<file path="config.mk">
export PLATFORM = sky130hd
export DESIGN_NAME = ttb_queue
export DESIGN_NICKNAME = d
export VERILOG_FILES = /design/src/hdl/ttb_pkg.sv /design/src/hdl/ttb_queue.sv
export VERILOG_INCLUDE_DIRS = /design/src /design/src/hdl
export SDC_FILE = /design/constraint.sdc
export NUM_CORES = 1
export LEC_CHECK = 0
export BUFFER_PORTS_ARGS = -buffer_cell sky130_fd_sc_hd__buf_2
export CAP_MARGIN = 15
export CELL_PAD_IN_SITES_DETAIL_PLACEMENT = 1
export CELL_PAD_IN_SITES_GLOBAL_PLACEMENT = 1
export CORE_ASPECT_RATIO = 0.8
export CORE_MARGIN = 5
export CORE_UTILIZATION = 40
export DETAILED_ROUTE_END_ITERATION = 12
export PLACE_DENSITY = 0.76
export REMOVE_ABC_BUFFERS = 1
export SKIP_LAST_GASP = 1
export SYNTH_ARGS = -nofsm -noshare
export SYNTH_HDL_FRONTEND = slang
export SYNTH_SLANG_ARGS = --single-unit
export TNS_END_PERCENT = 50
</file>
<file path="constraint.sdc">
create_clock -name clk -period 2 [get_ports clk]
set_clock_uncertainty 0.15 [all_clocks]
set_input_delay 0.3 -clock clk [delete_from_list [all_inputs] [get_ports clk]]
set_output_delay 0.3 -clock clk [all_outputs]
set_load 0.01 [all_outputs]
</file>
<file path="src/hdl/triangle_tangent_binormal_assert.svh">
// Assertion macros shared by the block's modules.
`ifndef TRIANGLE_TANGENT_BINORMAL_ASSERT_SVH
`define TRIANGLE_TANGENT_BINORMAL_ASSERT_SVH

// Same-cycle implication, checked out of reset.
`define TTB_ASSERT_IMPL(lbl, ante, cons) \
    lbl: assert property (@(posedge clk) disable iff (!rst_n) (ante) |-> (cons)) \
        else $error("triangle_tangent_binormal assertion failed");

// Next-cycle implication, checked out of reset.
`define TTB_ASSERT_NEXT(lbl, ante, cons) \
    lbl: assert property (@(posedge clk) disable iff (!rst_n) (ante) |=> (cons)) \
        else $error("triangle_tangent_binormal assertion failed");

`endif

</file>
<file path="src/hdl/ttb_pkg.sv">
package ttb_pkg;

    localparam logic [1:0] ST_OK       = 2'd0;
    localparam logic [1:0] ST_ZERO_DET = 2'd1;
    localparam logic [1:0] ST_ZERO_LEN = 2'd2;

    // Normalized magnitudes land in [2^NORM_LO, 2^NORM_HI).
    localparam int NORM_HI = 30;
    localparam int NORM_LO = 29;
    localparam int FRAC_BITS = 14;
    localparam int Q_BITS = 15;
    localparam int OUT_W = 16;

    typedef struct packed {
        logic full;
        logic empty;
    } q_stat_t;

endpackage

</file>
<file path="src/hdl/ttb_queue.sv">
module ttb_queue #(
    parameter int W = 16
) (
    input  logic              clk,
    input  logic              rst_n,
    input  logic              wr,
    input  logic [W-1:0]      wdata,
    input  logic              rd,
    output logic [W-1:0]      rdata,
    output ttb_pkg::q_stat_t  st
);

`include "triangle_tangent_binormal_assert.svh"

    logic [W-1:0] mem_reg [2];
    logic         wptr_reg;
    logic         rptr_reg;
    logic [1:0]   cnt_reg;

    assign st.full  = (cnt_reg == 2'd2);
    assign st.empty = (cnt_reg == 2'd0);
    assign rdata    = mem_reg[rptr_reg];

    always_ff @(posedge clk or negedge rst_n)
    begin
        if (!rst_n)
        begin
            wptr_reg <= 1'b0;
            rptr_reg <= 1'b0;
            cnt_reg  <= 2'd0;
        end
        else
        begin
            if (wr)
            begin
                mem_reg[wptr_reg] <= wdata;
                wptr_reg <= ~wptr_reg;
            end
            if (rd)
            begin
                rptr_reg <= ~rptr_reg;
            end
            if (wr && !rd)
            begin
                cnt_reg <= cnt_reg + 2'd1;
            end
            else if (rd && !wr)
            begin
                cnt_reg <= cnt_reg - 2'd1;
            end
        end
    end

    `TTB_ASSERT_IMPL(a_no_overflow, wr && st.full, 1'b0)
    `TTB_ASSERT_IMPL(a_no_underflow, rd && st.empty, 1'b0)

endmodule

</file>
==> flow_metrics.py <==
metrics = {
    "worst_setup_path": {
        "worstPathArrival_ns": 1.32,
        "cp-start-kind": "flip-flop",
        "worstPathRequired_ns": 1.55,
        "crit_buf_inv": 2,
        "cpMaxStageDelayCell": "dfrtp_1",
        "cp_max_fo": 17,
        "cp_cell_sequence": "buf_12 > mux2_2 > buf_2",
        "crit_path_max_incr_delay_ns": 0.37,
        "cp-end-kind": "primary output",
        "criticalPathCategory": "reg2out",
        "cp_top_family": "flip-flops",
    },
    "synth": {
        "yosysWarnings": 0,
        "synth_seq_cells": 36,
        "yosysTopAreaCell": "edfxtp_1",
        "syn_avg_cell_area_sq_um": 20.8,
        "synth_seq_area_share_pct": 76.1,
        "netlist.area_leader.share_pct": 68.9,
        "synth_top_cells_by_area": "edfxtp_1 (69%), mux2_4 (9.7%), dfrtp_1 (7.2%)",
        "netlist_area_sq_mm": 0.00139,
        "ys_types": 14,
        "postSynthCellCount": 67,
    },
    "finish": {
        "layout-drive-gt1-share_pct": 54.0,
        "area_growth_pct": 23.5,
        "layout.cells.most_common_list": "buf_2 (37), edfxtp_1 (32), mux2_4 (9)",
        "fill_cells": 333,
        "nNetsFinal": 134,
        "final_cells": 155,
        "largest_reg_flops": 32,
        "final_common_cell": "buf_2",
        "diodes": 0,
    },
    "die": {
        "start_util_pct": 41.0,
        "rows": 19,
        "core_area_sq_mm": 0.00340,
        "ios": 38,
        "dieHeight_um": 62.8,
        "die-width_um": 76,
        "die-area_sq_mm": 0.00477,
    },
    "clock_network": {
        "cts_made_buffers": 5,
        "clock_latency_ns": 0.28,
        "clk_pin_slew_ns": 0.06,
        "cts_buffer_depth": 2,
        "htree_levels": 2,
        "clock_sinks": 36,
        "post_cts_resized": 0,
        "root_buffer": "clkbuf_8",
        "tritoncts": "yes",
        "postCtsSetupBuffers": 0,
    },
    "placement": {
        "dp_cells": 147,
        "hpwl_um": 1730,
        "portBuffers": 37,
        "place_congestion": 0.628,
    },
    "route": {
        "wire_per_inst_um": 15.5,
        "postRouteAntennaNets": 0,
        "dr.pass1.iters": 3,
        "vias_per_cell": 4.59,
        "drcViolationCount": 0,
        "routed_wl_um": 2400,
        "vias": 712,
        "drtIter0Drc": 70,
    },
    "global_routing": {
        "antenna_found_initial": 0,
        "grt_pass1_vias": 796,
        "grt_max_degree": 18,
        "grt_pass1_wl_um": 3900,
        "grt_usage_pct": 11.1,
        "overflow": 0,
    },
    "run_status": {
        "status": "complete, no violations",
    },
    "sta": {
        "tightest_slew_ns": 0.226,
        "hold_viol_final": 0,
        "rsz0062_at_grt": "false",
        "setup_viol": 0,
        "hold-worst-slack_ns": 0.0519,
        "maxSlewViolCount": 0,
        "min_period_ns": 1.77,
        "setup-tns-final_ns": 0,
        "relSlewSlack_pct": 85.0,
        "min_period_over_period_pct": 88.6,
        "fmax_ghz": 0.564,
    },
    "min_path": {
        "min_path_type": "in2reg",
    },
    "power": {
        "p_leak_uw": 0.000702,
        "vdd_drop_max_mv": 0.563,
        "power_density_mw_per_mm2": 1230,
    },
    "job": {
        "maxCapViolCount": 0,
    },
}
kinds of logic after synthesis:
| logic type | Yosys count | share of synthesized area (%) |
|---|---|---|
| xor gates and xnor gates | 5 | 3.14 |
| DFF | 36 | 76.1 |
| and+or+nand+nor | 6 | 1.98 |
| muxes | 16 | 15.4 |
| buffers and inverters | 3 | 2.51 |
| adders and majority gates | 1 | 0.898 |
per-layer routing:
layer,GRT usage [%],part of all wire [%],wire [um],vias to the layer above
met2,17.8,48,1150,32
met4,5.33,2.0,47,0
met5,0,0,0,-
met3,6.34,8.5,204,6
met1,11.7,42,996,336
li1,-,-,-,338
area by class of cell:
| class | count | area, sq um | area share [%] |
|---|---|---|---|
| flip-flops and latches | 36 | 1060 | 61.6 |
| multi-input cells | 28 | 298 | 17.3 |
| repair buffers | 41 | 230 | 13.4 |
| clock buffers | 5 | 68.8 | 4.00 |
| well taps | 42 | 52.6 | 3.05 |
| clock inverters | 2 | 7.51 | 0.436 |
| inverters | 1 | 3.75 | 0.218 |
where the power goes:
part	switching [uW]	internal [uW]	leakage, uW
clock network	225	229	0.0000391
logic	307	356	0.000322
registers	55.6	942	0.000341
total	587	1530	0.000702
metrics by stage:
step	setup slack [ns]	util, %	power [uW]	area [sq um]
final	0.228	50.6	2110	1720
after global routing	0.158	50.6	2240	1720
after CTS	0.208	50.6	2150	1720
after detailed placement	0.523	48.1	1690	1640
after global placement	0.531	48.1	1660	1640
after floorplan	0.363	-	1410	1360
Yosys cell counts:
cell	number
and3_1	1
buf_12	1
buf_6	1
dfrtp_1	4
edfxtp_1	32
ha_1	1
inv_1	1
mux2_2	7
mux2_4	9
nand2_1	1
nor2_1	3
nor2b_1	1
xnor2_1	1
xor2_1	4
final timing paths:
kind | startpoint | endpoint | slack [ns] | cells past startpoint
worst max-delay path | rptr_reg | rdata[8] | 0.23 | 3
worst min-delay path | wdata[5] | mem_reg[0][5] | 0.05 | 1
worst max register to register | wptr_reg | mem_reg[1][15] | 0.75 | 2
worst min register to register | wptr_reg | wptr_reg | 0.34 | 1
max in group asynchronous | rst_n | rptr_reg | 1.36 | 2
min in group asynchronous | rst_n | wptr_reg | 0.21 | 2
repair_timing:
action | 4_1_cts | 5_1_grt
hold buffers | 1 | 0
endpoints found under the setup margin | 0 | 0
endpoints found under the hold margin | 4 | 0
Power figures use the tool's default switching activity.
