## config.mk

```make
export PLATFORM = sky130hd
export DESIGN_NAME = ttb_front
export DESIGN_NICKNAME = d
export VERILOG_FILES = /design/src/hdl/triangle_tangent_binormal_assert.svh /design/src/hdl/ttb_pkg.sv /design/src/hdl/ttb_front.sv
export SDC_FILE = /design/constraint.sdc
export NUM_CORES = 1
export LEC_CHECK = 0
export ABC_AREA = 1
export BUFFER_PORTS_ARGS = -buffer_cell sky130_fd_sc_hd__buf_4
export CORE_AREA = 5 5 180 182
export DETAILED_ROUTE_END_ITERATION = 10
export DIE_AREA = 0 0 185 187
export GPL_TIMING_DRIVEN = 1
export PLACE_DENSITY = 0.72
export SETUP_SLACK_MARGIN = 0.1
export SKIP_LAST_GASP = 1
export SYNTH_ARGS = -nofsm -noshare
export SYNTH_HDL_FRONTEND = slang
export SYNTH_SLANG_ARGS = --single-unit
```

## constraint.sdc

```tcl
create_clock -name clk -period 13.7 [get_ports clk]
set_input_delay 2.055 -clock clk [delete_from_list [all_inputs] [get_ports clk]]
set_output_delay 2.055 -clock clk [all_outputs]
set_load 0.01 [all_outputs]
```

## src/hdl/triangle_tangent_binormal_assert.svh

```systemverilog
// Assertion macros shared by the block's modules.
`ifndef TRIANGLE_TANGENT_BINORMAL_ASSERT_SVH
`define TRIANGLE_TANGENT_BINORMAL_ASSERT_SVH

// Same-cycle implication, checked out of reset.
`define TTB_ASSERT_IMPL(lbl, ante, cons) \
    lbl: assert property (@(posedge clk) disable iff (!rst_n) (ante) |-> (cons)) \
        else $error("triangle_tangent_binormal assertion failed");

// Next-cycle implication, checked out of reset.
`define TTB_ASSERT_NEXT(lbl, ante, cons) \
    lbl: assert property (@(posedge clk) disable iff (!rst_n) (ante) |=> (cons)) \
        else $error("triangle_tangent_binormal assertion failed");

`endif

```

## src/hdl/ttb_pkg.sv

```systemverilog
package ttb_pkg;

    localparam logic [1:0] ST_OK       = 2'd0;
    localparam logic [1:0] ST_ZERO_DET = 2'd1;
    localparam logic [1:0] ST_ZERO_LEN = 2'd2;

    // Normalized magnitudes land in [2^NORM_LO, 2^NORM_HI).
    localparam int NORM_HI = 30;
    localparam int NORM_LO = 29;
    localparam int FRAC_BITS = 14;
    localparam int Q_BITS = 15;
    localparam int OUT_W = 16;

    typedef struct packed {
        logic full;
        logic empty;
    } q_stat_t;

endpackage

```

## src/hdl/ttb_front.sv

```systemverilog
module ttb_front #(
    parameter int POS_WIDTH = 16,
    parameter int UV_WIDTH = 16,
    localparam int EW = POS_WIDTH + 1,
    localparam int DW = UV_WIDTH + 1,
    localparam int QW = 6 * EW + 4 * DW
) (
    input  logic                        clk,
    input  logic                        rst_n,
    input  logic                        push,
    input  logic signed [POS_WIDTH-1:0] pos_x,
    input  logic signed [POS_WIDTH-1:0] pos_y,
    input  logic signed [POS_WIDTH-1:0] pos_z,
    input  logic signed [UV_WIDTH-1:0]  tex_u,
    input  logic signed [UV_WIDTH-1:0]  tex_v,
    input  ttb_pkg::q_stat_t            qst,
    output logic                        full,
    output logic                        q_wr,
    output logic [QW-1:0]               q_data
);

    logic [1:0] count_reg;
    logic signed [POS_WIDTH-1:0] px_reg [2];
    logic signed [POS_WIDTH-1:0] py_reg [2];
    logic signed [POS_WIDTH-1:0] pz_reg [2];
    logic signed [UV_WIDTH-1:0]  u_reg [2];
    logic signed [UV_WIDTH-1:0]  v_reg [2];
    logic take;

    assign full = qst.full;
    assign take = push && !qst.full;
    assign q_wr = take && (count_reg == 2'd2);

    // Edge vectors and UV deltas of the finished triangle, one extra bit each.
    always_comb
    begin
        q_data = {
            EW'(px_reg[1]) - EW'(px_reg[0]),
            EW'(py_reg[1]) - EW'(py_reg[0]),
            EW'(pz_reg[1]) - EW'(pz_reg[0]),
            EW'(pos_x) - EW'(px_reg[0]),
            EW'(pos_y) - EW'(py_reg[0]),
            EW'(pos_z) - EW'(pz_reg[0]),
            DW'(u_reg[1]) - DW'(u_reg[0]),
            DW'(v_reg[1]) - DW'(v_reg[0]),
            DW'(tex_u) - DW'(u_reg[0]),
            DW'(tex_v) - DW'(v_reg[0])
        };
    end

    always_ff @(posedge clk or negedge rst_n)
    begin
        if (!rst_n)
        begin
            count_reg <= 2'd0;
        end
        else if (take)
        begin
            if (count_reg == 2'd2)
            begin
                count_reg <= 2'd0;
            end
            else
            begin
                px_reg[count_reg[0]] <= pos_x;
                py_reg[count_reg[0]] <= pos_y;
                pz_reg[count_reg[0]] <= pos_z;
                u_reg[count_reg[0]]  <= tex_u;
                v_reg[count_reg[0]]  <= tex_v;
                count_reg <= count_reg + 2'd1;
            end
        end
    end

endmodule

```

==> metrics, run 1 <==
WL met2=17,400 um; CP arrival=3.69 ns; ys async rst share=1.23%; Post-Syn Area=15,000 sq um; initial antenna violation count=3; Synth Flop Type=edfxtp_1; DP Worst Slack=7.95 ns; Worst-path clk slew=0.07 ns; worst-path maximum fanout=3; FF-to-FF Start=count_reg[0]; Remaining DRCs=0; Total Routing Usage GR=21.6%; ant diodes=0; Via Count=13,973; cells on worst reg2reg path=4; post-synth top area share=31.9%; GRT Residual Overflow=0; CP Launch Type=input pin; port bufs=255; Fin Hold WS=0.595 ns; Max Slew Vio Count=0; Via-to-Cell Ratio=4.73; EDFF count, synth=160; layout cells sized above 1=11.5%; DRT iter0 DRCs=563; flop and latch count out of synthesis=162; nets@finish=2,798; Worst Skew=0.00780 ns; Max Cap Violations=0; Mapped Cells=2,267; Starting Density=49.4%; Antenna Violating Nets Remaining=0; RSZ-0062 raised after global routing=no; Hold Path Class=register to register; r2r endpoint=u_reg[0][10]; flop-to-flop setup slack=11.15 ns; DR WL met3=2020 um; normalized max-slew margin=34.1%; Post-CTS Setup Bufs=0; largest net degree at the start of global routing=49; Yosys cell types=16; final core area utilization=59.5%; die width=185 um; # IOs=257; CP endpoint kind=output port; Synth area leaders=edfxtp_1 (32%), nand2_1 (23%), inv_1 (14%); Pwr Total=1.64 mW; setup TNS=0 ns; CTS Buffer Depth=2; Site Rows=64; Layout fillers=2,832; maximum vdd drop=67.0 uV; most numerous cell in the Yosys netlist=nand2_1; Layout area overhead=20.4%; clock sinks=162; Root Buffer=clkbuf_16; final period utilization=41.9%; Worst-Margin Slew=0.986 ns; commonest cells in the netlist=nand2_1 (937), inv_1 (577), edfxtp_1 (160), ha_1 (160), nand3_1 (115); CP Class=input pin to output port; Post-Route WL=37,000 um; die height=187 um; RePlAce Congestion=0.906; Critical Path Sink=q_data[110]; drt pass-1 iters=6; first-pass GRT wire length=62,000 um; syn nets=2,522; CTS tree=yes; status=finished, final reports clean; cts bufs inserted=17; post-cts sizing count=0; pwr dens=90.8 nW/um^2; post-synth top area cell=edfxtp_1; latest clock arrival within the worst-skew pair=0.44 ns; final worst setup slack=7.96 ns; Hold-fix buffers, CTS=0; DP Wirelength=31,000 um; Setup crit start=pos_x[0]; CP required=11.64 ns; average wire per standard cell=12.5 um; die area=34,600 sq um; leakage dissipation=10.9 nW; H-tree depth=4; core area=30,400 sq um; final hold viol count=0; final setup fails=0; yosys warns=0; M1 wire length=16,400 um; top sig layer=met5; vias in the first global route=13,736; synthesized area per cell=6.63 sq um; fmax=0.174 GHz; Seq/Total Area, Yosys=32.3%; Tmin final=5.74 ns
-- layer usage --
layer  track usage (%)  up-vias
li1                  -     7426
met1              26.7     6148
met2              37.4      312
met3              4.03       81
met4              7.85        6
met5                 0        -
-- worst max-delay path, stage by stage --
cell and delay (ns):
buf_4 0.09, inv_1 0.04, ha_1 0.22, fa_1 0.40
inv_1 0.08, nand2_1 0.05, nand2_1 0.12, nand3_1 0.10
nand2_1 0.15, xor2_1 0.22, buf_4 0.16
-- cells by family (layout without fill, tap and decap cells) --
kind of cell / Yosys count / after routing / share of synthesized area (%)
and+or+nand+nor: 1185 / 1185 / 31.2
buffers and inverters: 578 / 867 / 14.5
xor gates and xnor gates: 70 / 70 / 4.08
DFF: 162 / 162 / 32.3
AOI/OAI and AO/OA: 102 / 102 / 3.39
adders and majority gates: 170 / 170 / 14.6
-- where the power goes --
| part | total [mW] | internal [mW] | leakage, nW | switching (mW) |
|---|---|---|---|---|
| Combinational | 0.547 | 0.226 | 9.08 | 0.322 |
| Clock | 0.518 | 0.296 | 0.308 | 0.222 |
| Sequential | 0.579 | 0.571 | 1.48 | 0.00726 |
| Total | 1.64 | 1.09 | 10.9 | 0.551 |
-- final cells by class --
| cell class | instances | area [sq um] | area share [%] |
|---|---|---|---|
| Multi-Input combinational cell | 1527 | 8020 | 44.3 |
| Clock inverter | 15 | 209 | 1.15 |
| Tap cell | 396 | 495 | 2.74 |
| Sequential cell | 162 | 4850 | 26.8 |
| Timing Repair Buffer | 258 | 1940 | 10.7 |
| Clock buffer | 17 | 425 | 2.35 |
| Inverter | 577 | 2170 | 12.0 |
-- placed cells by master (no fill, tap or decap) --
cell type and count:
a21oi_1 100, buf_4 258, bufinv_16 3, clkbuf_16 17, clkinv_4 1, clkinv_8 1, clkinvlp_4 1, dfrtp_1 2
edfxtp_1 160, fa_1 10, ha_1 160, inv_1 577, inv_6 6, inv_8 3, nand2_1 937, nand2_2 3
nand3_1 115, nor2_1 74, nor2_4 1, nor3_1 41, nor3_2 1, o21ai_0 2, or2_1 13, xnor2_1 23
xor2_1 47
-- how the worst min path moves through the flow --
stage / cells past startpoint / end / start
finish: 2 / count_reg[1] / count_reg[0]
global route: 2 / count_reg[1] / count_reg[0]
CTS: 2 / count_reg[1] / count_reg[0]
detailed placement: 2 / count_reg[1] / count_reg[0]
floorplan: 2 / count_reg[1] / count_reg[0]
global placement: 2 / count_reg[1] / count_reg[0]
-- per-stage QoR --
step / instances / cell area, sq um
2_1_floorplan: 2267 / 15000
3_3_place_gp: 2920 / 17500
3_5_place_dp: 2920 / 17500
4_1_cts: 2952 / 18100
5_1_grt: 2952 / 18100
6_report: 2952 / 18100
Power figures use the tool's default switching activity.
==> run 2, diff against run 1 <==
- ABC_AREA: 1 -> 0
- CORE_AREA: 5 5 180 182 -> 5 5 165 167
- DIE_AREA: 0 0 185 187 -> 0 0 170 172
- PLACE_DENSITY: 0.72 -> 0.73
- clock period: 13.7 -> 6 ns (I/O delays scaled with it)
==> run 2 against run 1 <==
- clock skew barely moved
- critical endpoint is now q_data[31]
- synthesized area fell by 16%
- register-to-register slack got worse by 7.5 ns
- design area fell by 14%
- synthesized cell count fell by 44%
- first-iteration DRC count fell by 26%
- non-clock buffer count did not move
- final cell count fell by 36%
- routed wire length fell by 19%
==> metrics, run 2 <==
Post-DP Area=14,900 sq um; die height=172 um; yosys warns=0; slowest library cell on the worst path=fa_1; post-synth top area cell=edfxtp_1; commonest non-fill, non-tap cells in the layout=buf_4 (258), inv_1 (161), ha_1 (160), edfxtp_1 (160), a21oi_1 (101); Seq/Total Area, Yosys=38.6%; post-cts sizing count=0; Layout area overhead=23.7%; area of the multi-input gates=7080 sq um; post-layout instance area=15,500 sq um; initial antenna violation count=1; Mapped Cells=1,270; flop and latch count out of synthesis=162; drt pass-1 iters=5; Post-Route WL=30,100 um; Post-Syn Area=12,600 sq um; Synth Flop Type=edfxtp_1; most numerous cell in the Yosys netlist=inv_1; CP delay by family, top=compound AO/OA/AOI/OAI gates; CP Launch Type=input pin; clock sinks=162; H-tree depth=4; Starting Density=49.0%; Total Routing Usage GR=19.7%; Critical Path, Cell by Cell=buf_4, inv_1, ha_1, fa_1, nor2b_1, o21ai_0, a211oi_1, o21ai_0, a311oi_1, a21oi_1, xnor2_1, buf_4; Post-CTS Setup Bufs=0; Pwr Total=3.66 mW; Hold-fix buffers, CTS=0; die area=29,200 sq um; pwr dens=235 nW/um^2; Worst-path clk slew=0.07 ns; CP required=5.10 ns; Remaining DRCs=0; core area=25,600 sq um; final period utilization=70.6%; Max Cap Violations=0; Antenna Violating Nets Remaining=0; CP Class=input pin to output port; leakage dissipation=6.94 nW; final worst setup slack=1.76 ns; Tmin final=4.24 ns; EDFF count, synth=160; RSZ-0062 raised after global routing=no; final hold viol count=0; nets@finish=1,795; CTS Buffer Depth=2; die width=170 um; layout cells sized above 1=19.9%; Worst Skew=0.00789 ns; commonest cells in the netlist=inv_1 (161), edfxtp_1 (160), ha_1 (160); Max Slew Vio Count=0; Worst-Margin Slew=1.10 ns; syn nets=1,525; Yosys cell types=63; average wire per standard cell=15.9 um; Site Rows=59; DP Wirelength=24,500 um; final setup fails=0; largest net degree at the start of global routing=45; synthesized area per cell=9.89 sq um; Root Buffer=clkbuf_16; maximum vdd drop=153 uV; critical path's largest stage delay=0.42 ns; status=finished, final reports clean; Hold Path Class=input pin to async pin; CP bufs+invs=3; DRT iter0 DRCs=414; Synth area leaders=edfxtp_1 (38%), ha_1 (16%), xnor2_1 (6.2%); GRT Residual Overflow=0; latest clock arrival within the worst-skew pair=0.42 ns; Via-to-Cell Ratio=5.45; CTS tree=yes; CP arrival=3.34 ns; fmax=0.236 GHz; ant diodes=0; Via Count=10,289; setup TNS=0 ns; port bufs=255; CP endpoint kind=output port; vias in the first global route=9,943; Layout fillers=2,163; most common cell after layout, fill and taps aside=buf_4; Reg area=4850 sq um; ys async rst share=1.23%; # IOs=257; RePlAce Congestion=0.853; worst-path maximum fanout=3; first-pass GRT wire length=47,000 um; post-synth top area share=38.3%; cts bufs inserted=17; normalized max-slew margin=26.4%; DP Worst Slack=1.77 ns
==> run 2: cell types whose count changed after synthesis, sizes merged, moves of 12 or more <==
cell and delta:
a21o +32, a31oi +12, and3 +17, inv -416
nand2 -893, nand2b +29, nand3 -88, nor2b +34
o21a +30, o21ai +62, o31a +12, xnor2 +66
xor2 -22
==> run 2: metal layers <==
metal  up-vias  track usage [%]  wire, um
met3        32             5.17      2210
met4         2             4.86       481
met2       284             34.5     14400
met1      4783             24.4     12900
li1       5188                -         -
met5         -                0        13
==> run 2: path summary, 6_finish.rpt <==
| check | depth (start not counted) | to | slack (ns) | startpoint |
|---|---|---|---|---|
| max | 12 | q_data[31] | 1.76 | tex_u[0] |
| min | 1 | count_reg[0] | 0.25 | rst_n |
| max in group asynchronous | 1 | count_reg[1] | 5.66 | rst_n |
| min in group clk | 2 | count_reg[1] | 0.52 | count_reg[1] |
| min reg2reg | 2 | count_reg[1] | 0.52 | count_reg[1] |
| max reg2reg | 3 | px_reg[1][3] | 3.69 | count_reg[0] |
==> run 2: cell type report <==
class	instances	area share [%]
Clock buffer	17	2.74
Clock inverter	15	1.42
Inverter	161	3.89
Multi-Input combinational cell	940	45.6
Sequential cell	162	31.2
Tap cell	335	2.70
Timing Repair Buffer	258	12.5
==> run 2: logic make-up (layout without fill, tap and decap cells) <==
kind of cell,Yosys count,count (layout),share of synthesized area [%]
AO/OA/AOI/OAI,342,342,18.2
AND/OR/NAND/NOR,312,312,12.4
adder cells (fa/ha/maj),170,170,17.5
buffers and inverters,168,451,5.05
flip-flops,162,162,38.6
XOR/XNOR,114,114,7.95
multiplexers,2,2,0.169
==> run 2: per-stage QoR <==
| step | instances | hold slack [ns] | utilization, % |
|---|---|---|---|
| floorplan | 1270 | 0.478 | - |
| global placement | 1856 | 0.506 | 58.2 |
| detailed placement | 1856 | 0.509 | 58.2 |
| CTS | 1888 | 0.236 | 60.7 |
| global route | 1888 | 0.230 | 60.7 |
| finish | 1888 | 0.251 | 60.7 |
==> run 2: power by group <==
group	internal, mW	switching (mW)	leakage (nW)
Combinational	0.539	0.609	5.15
Sequential	1.30	0.0178	1.48
Clock	0.713	0.477	0.319
